[src/rtl/hmp_pkg.sv]
// Shared types, codes and defaults for the indexed min-heap.
`default_nettype none
package hmp_pkg;

   localparam int CAPACITY_DEF  = 256;
   localparam int ID_COUNT_DEF  = 256;
   localparam int KEY_WIDTH_DEF = 32;

   // request codes
   localparam logic [1:0] REQ_PUSH   = 2'd0;
   localparam logic [1:0] REQ_POP    = 2'd1;
   localparam logic [1:0] REQ_ERASE  = 2'd2;
   localparam logic [1:0] REQ_LOOKUP = 2'd3;

   // result status codes
   localparam logic [2:0] ST_OK      = 3'd0;
   localparam logic [2:0] ST_EMPTY   = 3'd1;
   localparam logic [2:0] ST_FULL    = 3'd2;
   localparam logic [2:0] ST_ABSENT  = 3'd3;
   localparam logic [2:0] ST_PRESENT = 3'd4;

   typedef enum logic [4:0] {
      CMD_NONE,
      CMD_LOAD,
      CMD_ERR,
      CMD_PUSH_START,
      CMD_POP_START,
      CMD_POS_RD,
      CMD_HEAP_RD_POS,
      CMD_CAPTURE,
      CMD_RD_PARENT,
      CMD_MOVE_PARENT,
      CMD_PLACE,
      CMD_REMOVE,
      CMD_LAST,
      CMD_RD_L,
      CMD_HOLD_L,
      CMD_MOVE_CHILD,
      CMD_PUBLISH
   } cmd_type;

   typedef struct packed {
      logic [2:0] err;
      logic [1:0] op;
      logic       idx_zero;
      logic       size_zero;
      logic       l_out;
      logic       up_less;
      logic       dn_go;
   } dp_status_type;

endpackage
`default_nettype wire

[src/rtl/hmp_ctrl.sv]
// Sequencer for the heap: steps one request through reads, sifts and the result.
`default_nettype none
module hmp_ctrl (
   input  wire logic                  clock,
   input  wire logic                  reset,
   input  wire logic                  req_valid,
   output logic                       req_ready,
   output logic                       rsp_valid,
   input  wire logic                  rsp_ready,
   output hmp_pkg::cmd_type           cmd,
   input  wire hmp_pkg::dp_status_type dps
);

   typedef enum logic [3:0] {
      S_IDLE,
      S_CHECK,
      S_POS_WAIT,
      S_ENT_WAIT,
      S_UP_RD,
      S_UP_CMP,
      S_LAST_WAIT,
      S_DN_L,
      S_DN_R,
      S_DN_CMP,
      S_DONE
   } state_type;

   state_type state_ff, state_in;
   logic      rsp_valid_ff, rsp_valid_in;

   assign req_ready = (state_ff == S_IDLE);
   assign rsp_valid = rsp_valid_ff;

   always_comb begin
      state_in     = state_ff;
      cmd          = hmp_pkg::CMD_NONE;
      rsp_valid_in = rsp_valid_ff && !rsp_ready;
      case (state_ff)
         S_IDLE: begin
            if (req_valid) begin
               cmd      = hmp_pkg::CMD_LOAD;
               state_in = S_CHECK;
            end
         end
         S_CHECK: begin
            if (dps.err != hmp_pkg::ST_OK) begin
               cmd      = hmp_pkg::CMD_ERR;
               state_in = S_DONE;
            end else if (dps.op == hmp_pkg::REQ_PUSH) begin
               cmd      = hmp_pkg::CMD_PUSH_START;
               state_in = S_UP_RD;
            end else if (dps.op == hmp_pkg::REQ_POP) begin
               cmd      = hmp_pkg::CMD_POP_START;
               state_in = S_ENT_WAIT;
            end else begin
               cmd      = hmp_pkg::CMD_POS_RD;
               state_in = S_POS_WAIT;
            end
         end
         S_POS_WAIT: begin
            cmd      = hmp_pkg::CMD_HEAP_RD_POS;
            state_in = S_ENT_WAIT;
         end
         S_ENT_WAIT: begin
            cmd      = hmp_pkg::CMD_CAPTURE;
            state_in = (dps.op == hmp_pkg::REQ_LOOKUP) ? S_DONE : S_UP_RD;
         end
         S_UP_RD: begin
            if (dps.idx_zero) begin
               if (dps.op == hmp_pkg::REQ_PUSH) begin
                  cmd      = hmp_pkg::CMD_PLACE;
                  state_in = S_DONE;
               end else begin
                  cmd      = hmp_pkg::CMD_REMOVE;
                  state_in = S_LAST_WAIT;
               end
            end else begin
               cmd      = hmp_pkg::CMD_RD_PARENT;
               state_in = S_UP_CMP;
            end
         end
         S_UP_CMP: begin
            // erase climbs to the root unconditionally
            if (dps.op != hmp_pkg::REQ_PUSH || dps.up_less) begin
               cmd      = hmp_pkg::CMD_MOVE_PARENT;
               state_in = S_UP_RD;
            end else begin
               cmd      = hmp_pkg::CMD_PLACE;
               state_in = S_DONE;
            end
         end
         S_LAST_WAIT: begin
            cmd      = hmp_pkg::CMD_LAST;
            state_in = dps.size_zero ? S_DONE : S_DN_L;
         end
         S_DN_L: begin
            if (dps.l_out) begin
               cmd      = hmp_pkg::CMD_PLACE;
               state_in = S_DONE;
            end else begin
               cmd      = hmp_pkg::CMD_RD_L;
               state_in = S_DN_R;
            end
         end
         S_DN_R: begin
            cmd      = hmp_pkg::CMD_HOLD_L;
            state_in = S_DN_CMP;
         end
         S_DN_CMP: begin
            if (dps.dn_go) begin
               cmd      = hmp_pkg::CMD_MOVE_CHILD;
               state_in = S_DN_L;
            end else begin
               cmd      = hmp_pkg::CMD_PLACE;
               state_in = S_DONE;
            end
         end
         S_DONE: begin
            // publish once the output register is free
            if (!rsp_valid_ff || rsp_ready) begin
               cmd          = hmp_pkg::CMD_PUBLISH;
               rsp_valid_in = 1'b1;
               state_in     = S_IDLE;
            end
         end
         default: begin
            state_in = S_IDLE;
         end
      endcase
   end

   always_ff @(posedge clock) begin
      if (reset) begin
         state_ff     <= S_IDLE;
         rsp_valid_ff <= 1'b0;
      end else begin
         state_ff     <= state_in;
         rsp_valid_ff <= rsp_valid_in;
      end
   end

endmodule
`default_nettype wire

[config.mk]
export PLATFORM = sky130hd
export DESIGN_NAME = hmp_ctrl
export DESIGN_NICKNAME = d
export VERILOG_FILES = /design/src/rtl/hmp_pkg.sv /design/src/rtl/hmp_ctrl.sv
export SDC_FILE = /design/constraint.sdc
export NUM_CORES = 1
export LEC_CHECK = 0
export BUFFER_PORTS_ARGS = -buffer_cell sky130_fd_sc_hd__buf_2
export CAP_MARGIN = 5
export CORE_MARGIN = 8
export CORE_UTILIZATION = 35
export DETAILED_ROUTE_END_ITERATION = 7
export GPL_TIMING_DRIVEN = 0
export PLACE_DENSITY = 0.67
export SKIP_LAST_GASP = 1
export SYNTH_ARGS = -nofsm -noshare
export SYNTH_HDL_FRONTEND = slang
export SYNTH_SLANG_ARGS = --single-unit
[constraint.sdc]
create_clock -name clock -period 1.6 [get_ports clock]
set_input_delay 0.24 -clock clock [delete_from_list [all_inputs] [get_ports clock]]
set_output_delay 0.24 -clock clock [all_outputs]
set_load 0.05 [all_outputs]
==> Implementation_results.wiki, run 1 <==
{| class="wikitable"
! Metric !! Value
|-
| Result of the run || finished, violations left
|-
| Violations in the final reports || negative setup slack
|-
| Slew HR || 0.774
|-
| Global-route congestion overflow total || 0
|-
| Flop and latch count out of synthesis || 5
|-
| Via density per instance || 6.02
|-
| Most frequently used flop master after synthesis || sky130_fd_sc_hd__dfxtp_1
|-
| Fraction of final layout cells sized beyond drive strength 1 || 0.607
|-
| Synthesized Nets || between 90 and 100
|-
| Async S/R FF share, synth || 0
|-
| Main combinational cell family by area after synthesis || compound AO/OA/AOI/OAI gates
|-
| Setup repair after global routing missed its margin || yes
|-
| Multi-input logic area || about 590 um2
|-
| Min-delay src || reset
|-
| GRT Overall Usage || 0.150
|-
| Crit-path cells || buf_6, nor2b_4, o21ai_0, a211o_1, o221ai_4, buf_6
|-
| Count of buffers from port buffering || 20
|-
| TritonCTS Buffers || 3
|-
| Number of standard cells after synthesis || between 80 and 90
|-
| Post-route setup slack || -0.372 ns
|-
| Max rail drop VDD || 1.31 mV
|-
| HPWL after detailed placement || around 1400 um
|-
| Peak per-stage delay on the critical path || between 0.3 and 0.4 ns
|-
| Maximum number of pins on one net before global-route repair || 11
|-
| Finished Layout Cells || around 140
|-
| Setup clock skew after layout || approximately 0.00035 ns
|-
| Internal portion of total power || approximately 1.1 mW
|-
| Static leakage || 0.443 nW
|-
| Total of warnings raised by yosys || 0
|-
| Number of H-tree branching levels || 1
|-
| Clock-pin slew of the registers on the worst-case setup and hold paths || 0.04 ns
|-
| TritonCTS clock tree || built
|-
| Share of the clock period used by the worst path || 1.23
|-
| Synthesized cell area || roughly 570 um2
|-
| Part of the total power dissipated in sequential elements || 0.105
|-
| Most Frequent Cell on Critical Path || sky130_fd_sc_hd__buf_6
|-
| Layout Utilization || 0.728
|-
| Max Buffers Root-to-Sink || 2
|-
| Aggregate routed wire length || approximately 2600 um
|-
| Via count of the first global-routing pass || approximately 840
|-
| Parity-gate share of the synthesized area counting xor and xnor cells || 0
|-
| Hold WC Path Type || in -> reg
|-
| Crit path capture type || output port
|-
| Global route hottest layer || met2
|-
| Number of diodes || 0
|-
| Max capacitance violation total || 0
|-
| Switching Share || 0.502
|-
| CP Class || reg -> out
|-
| Fraction of the mapped netlist area in adder cells || 0
|-
| Wire length per cell after detailed routing || 18.6 um
|-
| Die X || about 56 um
|-
| Maximum clock rate || 0.507 GHz
|-
| Slowest CP cell || sky130_fd_sc_hd__dfxtp_2
|-
| CP max FO || 10
|-
| Worst-skew pair later-pin latency || approximately 0.24 ns
|-
| Worst r2r src || state_ff[0]
|-
| First-pass GRT wire length || slightly below 4000 um
|-
| Net switching component of the power || around 1.1 mW
|-
| Via Count || 831
|-
| Hold violation total from the final report || 0
|-
| Share of synthesized area occupied by flip-flops and latches || 0.177
|-
| Reg area || roughly 110 um2
|-
| Die Footprint || 3160 um2
|-
| Power per unit of standard cell area || ~2100 nW/um2
|-
| Basic-gate share of the synthesized area counting and, or, nand and nor cells || 0.351
|-
| Global-route track usage on met3 || 0.0708
|-
| Fin crit period || 1.97 ns
|-
| Worst path buffer plus inverter count || 2
|-
| Register-to-register setup slack || -0.26 ns
|-
| Effective utilization at floorplan || 0.376
|-
| DR DRC count || 0
|-
| Compound-Gate Fraction of Synth Area || 0.397
|-
| Core area || 1510 um2
|-
| # IOs || 21
|-
| Layout area overhead || 93.4%
|-
| Count of routing violations after the opening detailed-route iteration || 18
|-
| Path depth of the worst reg2reg path || 6
|-
| Final Hold Slack || 0.252 ns
|-
| Count of pins over their slew limit || 0
|-
| Height of the die || around 56 um
|-
| Total number of nets in the final design || 137
|-
| Syn avg cell area || approximately 7 um2
|-
| Combinational share of power || 0.830
|-
| Number of enable-type register cells in the synthesized netlist || 0
|-
| Data arrival at the endpoint of the critical path || approximately 1.7 ns
|-
| CP startpoint kind || register
|-
| Mux cell area share after synthesis || 0
|-
| Number of iterations in the first detailed-routing pass || 4
|-
| Share of power burned in the clock network || 0.065
|-
| Required time of the critical path || about 1.4 ns
|-
| Antenna violations before repair || 0
|-
| Num Clock Sinks || 5
|-
| Pin slew with the least headroom to its limit || 0.335 ns
|-
| Cell count of the worst hold path || 2
|-
| Sink of the worst hold path || state_ff[1]
|-
| Setup Viol. Count Final || 4
|-
| Cells after DPL || approximately 120
|-
| Largest delay share family, worst path || compound AO/OA/AOI/OAI gates
|-
| Final Wtd Congestion || a little under 0.9
|-
| Met1 track demand over resource || 0.166
|-
| Number of placement rows || 14
|-
| Count of cell types in the netlist || 36
|-
| Met2 Resource Use GR || 0.244
|-
| Worst reg2reg path endpoint || state_ff[0]
|-
| Post-DRT Antenna Nets || 0
|-
| CTS root buf || sky130_fd_sc_hd__clkbuf_4
|-
| Fill cell total of the finished layout || 124
|}
area by class of cell:
type	instances	area share
Buffer	5	0.0422
Clock buffer	4	0.0240
Inverter	3	0.0103
Multi-Input combinational cell	68	0.534
Sequential cell	5	0.100
Tap cell	16	0.0183
Timing Repair Buffer	37	0.271
how the worst max path moves through the flow:
stage,startpoint,depth (start not counted),end
5_1_grt,state_ff[2],6,cmd[0]
3_5_place_dp,state_ff[0],6,cmd[0]
3_3_place_gp,dps[5],7,cmd[1]
6_report,state_ff[2],6,cmd[0]
4_1_cts,state_ff[0],6,cmd[0]
2_1_floorplan,state_ff[0],5,cmd[0]
what timing repair did:
action / 4_1_cts / 5_1_grt
setup endpoints to repair: 7 / 10
resized for setup: 48 / 20
gates cloned: 0 / 0
buffers inserted: 16 / 6
pin swaps: 8 / 8
hold buffers: 0 / 0
endpoints found under the hold margin: 0 / 0
cell usage after synthesis, types with 2 or more instances:
library cell               instances  area, um2
sky130_fd_sc_hd__o21ai_0          10       50.1
sky130_fd_sc_hd__nor2_1            8       30.0
sky130_fd_sc_hd__a21oi_1           5       25.0
sky130_fd_sc_hd__clkbuf_1          5       18.8
sky130_fd_sc_hd__dfxtp_1           5        100
sky130_fd_sc_hd__nand2_1           5       18.8
sky130_fd_sc_hd__nand2b_1          5       31.3
sky130_fd_sc_hd__nor2b_1           4       25.0
sky130_fd_sc_hd__inv_1             3       11.3
sky130_fd_sc_hd__a21o_1            2       15.0
sky130_fd_sc_hd__a31oi_1           2       12.5
sky130_fd_sc_hd__a32oi_1           2       17.5
sky130_fd_sc_hd__o21a_1            2       15.0
sky130_fd_sc_hd__o22ai_1           2       12.5
sky130_fd_sc_hd__o311ai_0          2       17.5
layer usage:
layer	vias up	routed length (um)
met2	31	1240
met1	404	1100
met4	0	6
met5	-	0
met3	2	209
li1	394	-
through the flow:
step / worst slack [ns] / TNS, ns / instance area, um2 / total power, mW
2_1_floorplan: -0.195 / -0.195 / 596 / 1.12
3_3_place_gp: -0.369 / -0.936 / 716 / 1.35
3_5_place_dp: -0.434 / -1.03 / 716 / 1.36
4_1_cts: -0.412 / -1.45 / 1030 / 2.05
5_1_grt: -0.441 / -1.25 / 1100 / 2.38
6_report: -0.372 / -1.00 / 1100 / 2.26
cells in the final DEF, fill, tap and decap left out, types with 2 or more instances in the layout:
| cell | synthesis | final |
|---|---|---|
| sky130_fd_sc_hd__clkbuf_4 | 0 | 3 |
| sky130_fd_sc_hd__o21ai_0 | 10 | 7 |
| sky130_fd_sc_hd__nor2b_2 | 0 | 2 |
| sky130_fd_sc_hd__buf_8 | 0 | 2 |
| sky130_fd_sc_hd__nor2_4 | 0 | 2 |
| sky130_fd_sc_hd__dfxtp_4 | 0 | 2 |
| sky130_fd_sc_hd__buf_6 | 0 | 10 |
| sky130_fd_sc_hd__buf_2 | 1 | 14 |
| sky130_fd_sc_hd__a31oi_1 | 2 | 2 |
| sky130_fd_sc_hd__dfxtp_2 | 0 | 2 |
| sky130_fd_sc_hd__nor2_1 | 8 | 5 |
| sky130_fd_sc_hd__o21ai_2 | 0 | 3 |
| sky130_fd_sc_hd__inv_1 | 3 | 3 |
| sky130_fd_sc_hd__nand2b_1 | 5 | 4 |
| sky130_fd_sc_hd__buf_4 | 1 | 14 |
| sky130_fd_sc_hd__o21a_1 | 2 | 2 |
| sky130_fd_sc_hd__nand2_1 | 5 | 4 |
| sky130_fd_sc_hd__a21oi_1 | 5 | 4 |
power by group through the flow:
stage | combinational [mW] | clock [mW] | sequential, mW
global placement | 1.14 | 0 | 0.208
CTS | 1.66 | 0.155 | 0.239
global route | 1.97 | 0.168 | 0.239
floorplan | 0.919 | 0 | 0.203
detailed placement | 1.15 | 0 | 0.210
finish | 1.88 | 0.148 | 0.237
state kept, by name, summed over array words and instances, names as in the netlist:
signal and cells:
rsp_valid 1, state_ff 4
cell families (layout without fill, tap and decap cells):
| kind of cell | count (synthesis) | count (layout) |
|---|---|---|
| and+or+nand+nor | 34 | 34 |
| AOI/OAI and AO/OA | 34 | 34 |
| DFF | 5 | 5 |
| buffers and inverters | 10 | 49 |
Note: power is estimated with default switching activity, not from simulation.
==> run 2, diff against run 1 <==
SETUP_SLACK_MARGIN = 0.5   (was not set)
==> run 2 against run 1 <==
Effect of this change: the flow still finishes with violations (negative setup slack); flip-flop and latch count is the same; core utilization grew 10 points; setup slack gained 0.015 ns; global-route usage grew 1.6 points; sequential share of layout area shrank 0.94 points; first-iteration DRC count grew 110%; die area is the same; clock skew grew 0.0072 ns; register-to-register slack gained 0.07 ns; maximum frequency grew 0.74%; critical endpoint unchanged; highest routed layer unchanged.
==> Implementation_results.wiki, run 2 (synthesis results as in run 1) <==
{| class="wikitable"
! Metric !! Value
|-
| HPWL after detailed placement || 1460 um (+2.0%)
|-
| Core area || 1510 um2 (unchanged)
|-
| Number of iterations in the first detailed-routing pass || 6 (+2)
|-
| Required time of the critical path || 1.36 ns (about the same)
|-
| Global route hottest layer || met2
|-
| Maximum number of pins on one net before global-route repair || 11 (unchanged)
|-
| Effective utilization at floorplan || 0.376 (unchanged)
|-
| Multi-input logic area || 608 um2 (+3.8%)
|-
| Fill cell total of the finished layout || 86 (-31%)
|-
| Hold-fix buffers, CTS || 0 (unchanged)
|-
| Number of diodes || 0 (unchanged)
|-
| Final Wtd Congestion || 0.849 (-4.1%)
|-
| Via density per instance || 6.46 (+7.2%)
|-
| TritonCTS Buffers || 3 (unchanged)
|-
| Share of the clock period used by the worst path || 1.22 (-0.00907)
|-
| CP startpoint kind || register
|-
| Crit path capture type || output port
|-
| CTS root buf || sky130_fd_sc_hd__clkbuf_4
|-
| DR DRC count || 0 (unchanged)
|-
| Pin slew with the least headroom to its limit || 0.298 ns (-0.0366 ns)
|-
| Worst-skew pair later-pin latency || 0.25 ns (about the same)
|-
| Maximum clock rate || 0.511 GHz (+0.74%)
|-
| Hold WC Path Type || in -> reg
|-
| Max rail drop VDD || 1.45 mV (+11%)
|-
| Result of the run || finished, violations left
|-
| Setup repair after global routing missed its margin || yes
|-
| Largest register FFs || 4 (unchanged)
|-
| Number of placement rows || 14 (unchanged)
|-
| GRT Overall Usage || 0.166 (+0.0161)
|-
| Register with the most flip-flops || state_ff
|-
| Count of buffers from port buffering || 20 (unchanged)
|-
| Placement Setup Slack || -0.238 ns (+0.196 ns)
|-
| CP max FO || 10 (unchanged)
|-
| TritonCTS clock tree || built
|-
| Global-route congestion overflow total || 0 (unchanged)
|-
| Wire length per cell after detailed routing || 19.7 um (+6.3%)
|-
| Number of H-tree branching levels || 1 (unchanged)
|-
| # IOs || 21 (unchanged)
|-
| Post-route setup slack || -0.358 ns (+0.0145 ns)
|-
| Most common cell after layout, fill and taps aside || sky130_fd_sc_hd__buf_4
|-
| Slew HR || 0.801 (+0.0272)
|-
| Aggregate routed wire length || 2860 um (+12%)
|-
| Global-route track usage on met3 || 0.0388 (-0.0320)
|-
| Die X || 56.2 um (unchanged)
|-
| Layout area overhead || 121%
|-
| Post-DRT Antenna Nets || 0 (unchanged)
|-
| Height of the die || 56.2 um (unchanged)
|-
| Setup Viol. Count Final || 7 (+3)
|-
| Data arrival at the endpoint of the critical path || 1.72 ns (about the same)
|-
| Num Clock Sinks || 5 (unchanged)
|-
| Fraction of final layout cells sized beyond drive strength 1 || 0.643 (+0.0369)
|-
| Count of routing violations after the opening detailed-route iteration || 37 (+19)
|-
| Total number of nets in the final design || 144 (+5.1%)
|-
| Static leakage || 0.499 nW (+13%)
|-
| Setup clock skew after layout || 0.00759 ns (+0.00724 ns)
|-
| Count of pins over their slew limit || 0 (unchanged)
|-
| Clock-pin slew of the registers on the worst-case setup and hold paths || 0.05 ns (about the same)
|-
| Final Hold Slack || 0.242 ns (-0.0101 ns)
|-
| Die Footprint || 3160 um2 (unchanged)
|-
| CP Class || reg -> out
|-
| Most frequent cells in the layout || sky130_fd_sc_hd__buf_4 (16), sky130_fd_sc_hd__buf_2 (12), sky130_fd_sc_hd__buf_6 (10)
|-
| Via count of the first global-routing pass || 905 (+7.2%)
|-
| Met2 Resource Use GR || 0.258 (+0.0143)
|-
| Hold violation total from the final report || 0 (unchanged)
|-
| Power per unit of standard cell area || 2050 nW/um2 (-0.72%)
|-
| Via Count || 936 (+13%)
|-
| First-pass GRT wire length || 4340 um (+12%)
|-
| Met1 track demand over resource || 0.209 (+0.0429)
|-
| Final setup TNS || -1.15 ns (-0.153 ns)
|-
| Max Buffers Root-to-Sink || 2 (unchanged)
|-
| Reg area || 114 um2 (+3.4%)
|-
| Antenna violations before repair || 0 (unchanged)
|-
| Fin crit period || 1.96 ns (-0.0145 ns)
|-
| Violations in the final reports || negative setup slack
|-
| Max capacitance violation total || 0 (unchanged)
|-
| Sum of internal, switching and leakage power || 2.56 mW (+13%)
|}
run 2: cell count changes in the layout (fill, tap and decap cells not counted), sizes merged:
| cell | change |
|---|---|
| buf | +4 |
| clkbuf | +3 |
| inv | -1 |
| clkinvlp | +1 |
run 2: per-stage QoR:
step                instances  utilization  cell area (um2)
finish                    145        0.830             1250
detailed placement        119        0.551              831
global placement          119        0.551              831
global route              145        0.830             1250
CTS                       139        0.780             1170
floorplan                  83            -              711
run 2: what timing repair did:
action,in CTS,in global routing
setup buffers,16,6
setup endpoints to repair,10,11
gates resized for setup,47,10
pin swaps,11,5
run 2: cell type report:
cell class	count	area share
Tap cell	16	0.0160
Buffer	7	0.0881
Timing Repair Buffer	42	0.285
Inverter	3	0.0120
Sequential cell	5	0.0911
Multi-Input combinational cell	68	0.486
Clock buffer	4	0.0210
run 2: report_power, final:
part           switching (mW)  internal (mW)  total (mW)  leakage [nW]
clock                  0.0592         0.0948       0.154        0.0150
combinational            1.12           1.04        2.17         0.441
sequential             0.0596          0.183       0.243        0.0439
run 2: path summary, 6_finish.rpt:
| path | start | end | slack, ns | cells past startpoint |
|---|---|---|---|---|
| setup / recovery | state_ff[2] | cmd[0] | -0.36 | 6 |
| hold / removal | reset | state_ff[2] | 0.24 | 2 |
| setup reg to reg | state_ff[0] | state_ff[0] | -0.19 | 7 |
| hold reg to reg | rsp_valid | rsp_valid | 0.64 | 2 |
run 2: per-layer routing:
metal / routed length [um] / vias up
met1: 1180 / 446
met4: 78 / 0
met5: 0 / -
met3: 246 / 11
met2: 1360 / 69
li1: - / 410
run 2: worst max-delay path: stages, from the launching register on:
cell and delay, ns:
sky130_fd_sc_hd__dfxtp_4 0.38, sky130_fd_sc_hd__buf_8 0.15, sky130_fd_sc_hd__nor2b_4 0.19, sky130_fd_sc_hd__o21ai_0 0.13, sky130_fd_sc_hd__a211o_1 0.34, sky130_fd_sc_hd__o221ai_4 0.09
sky130_fd_sc_hd__buf_6 0.18
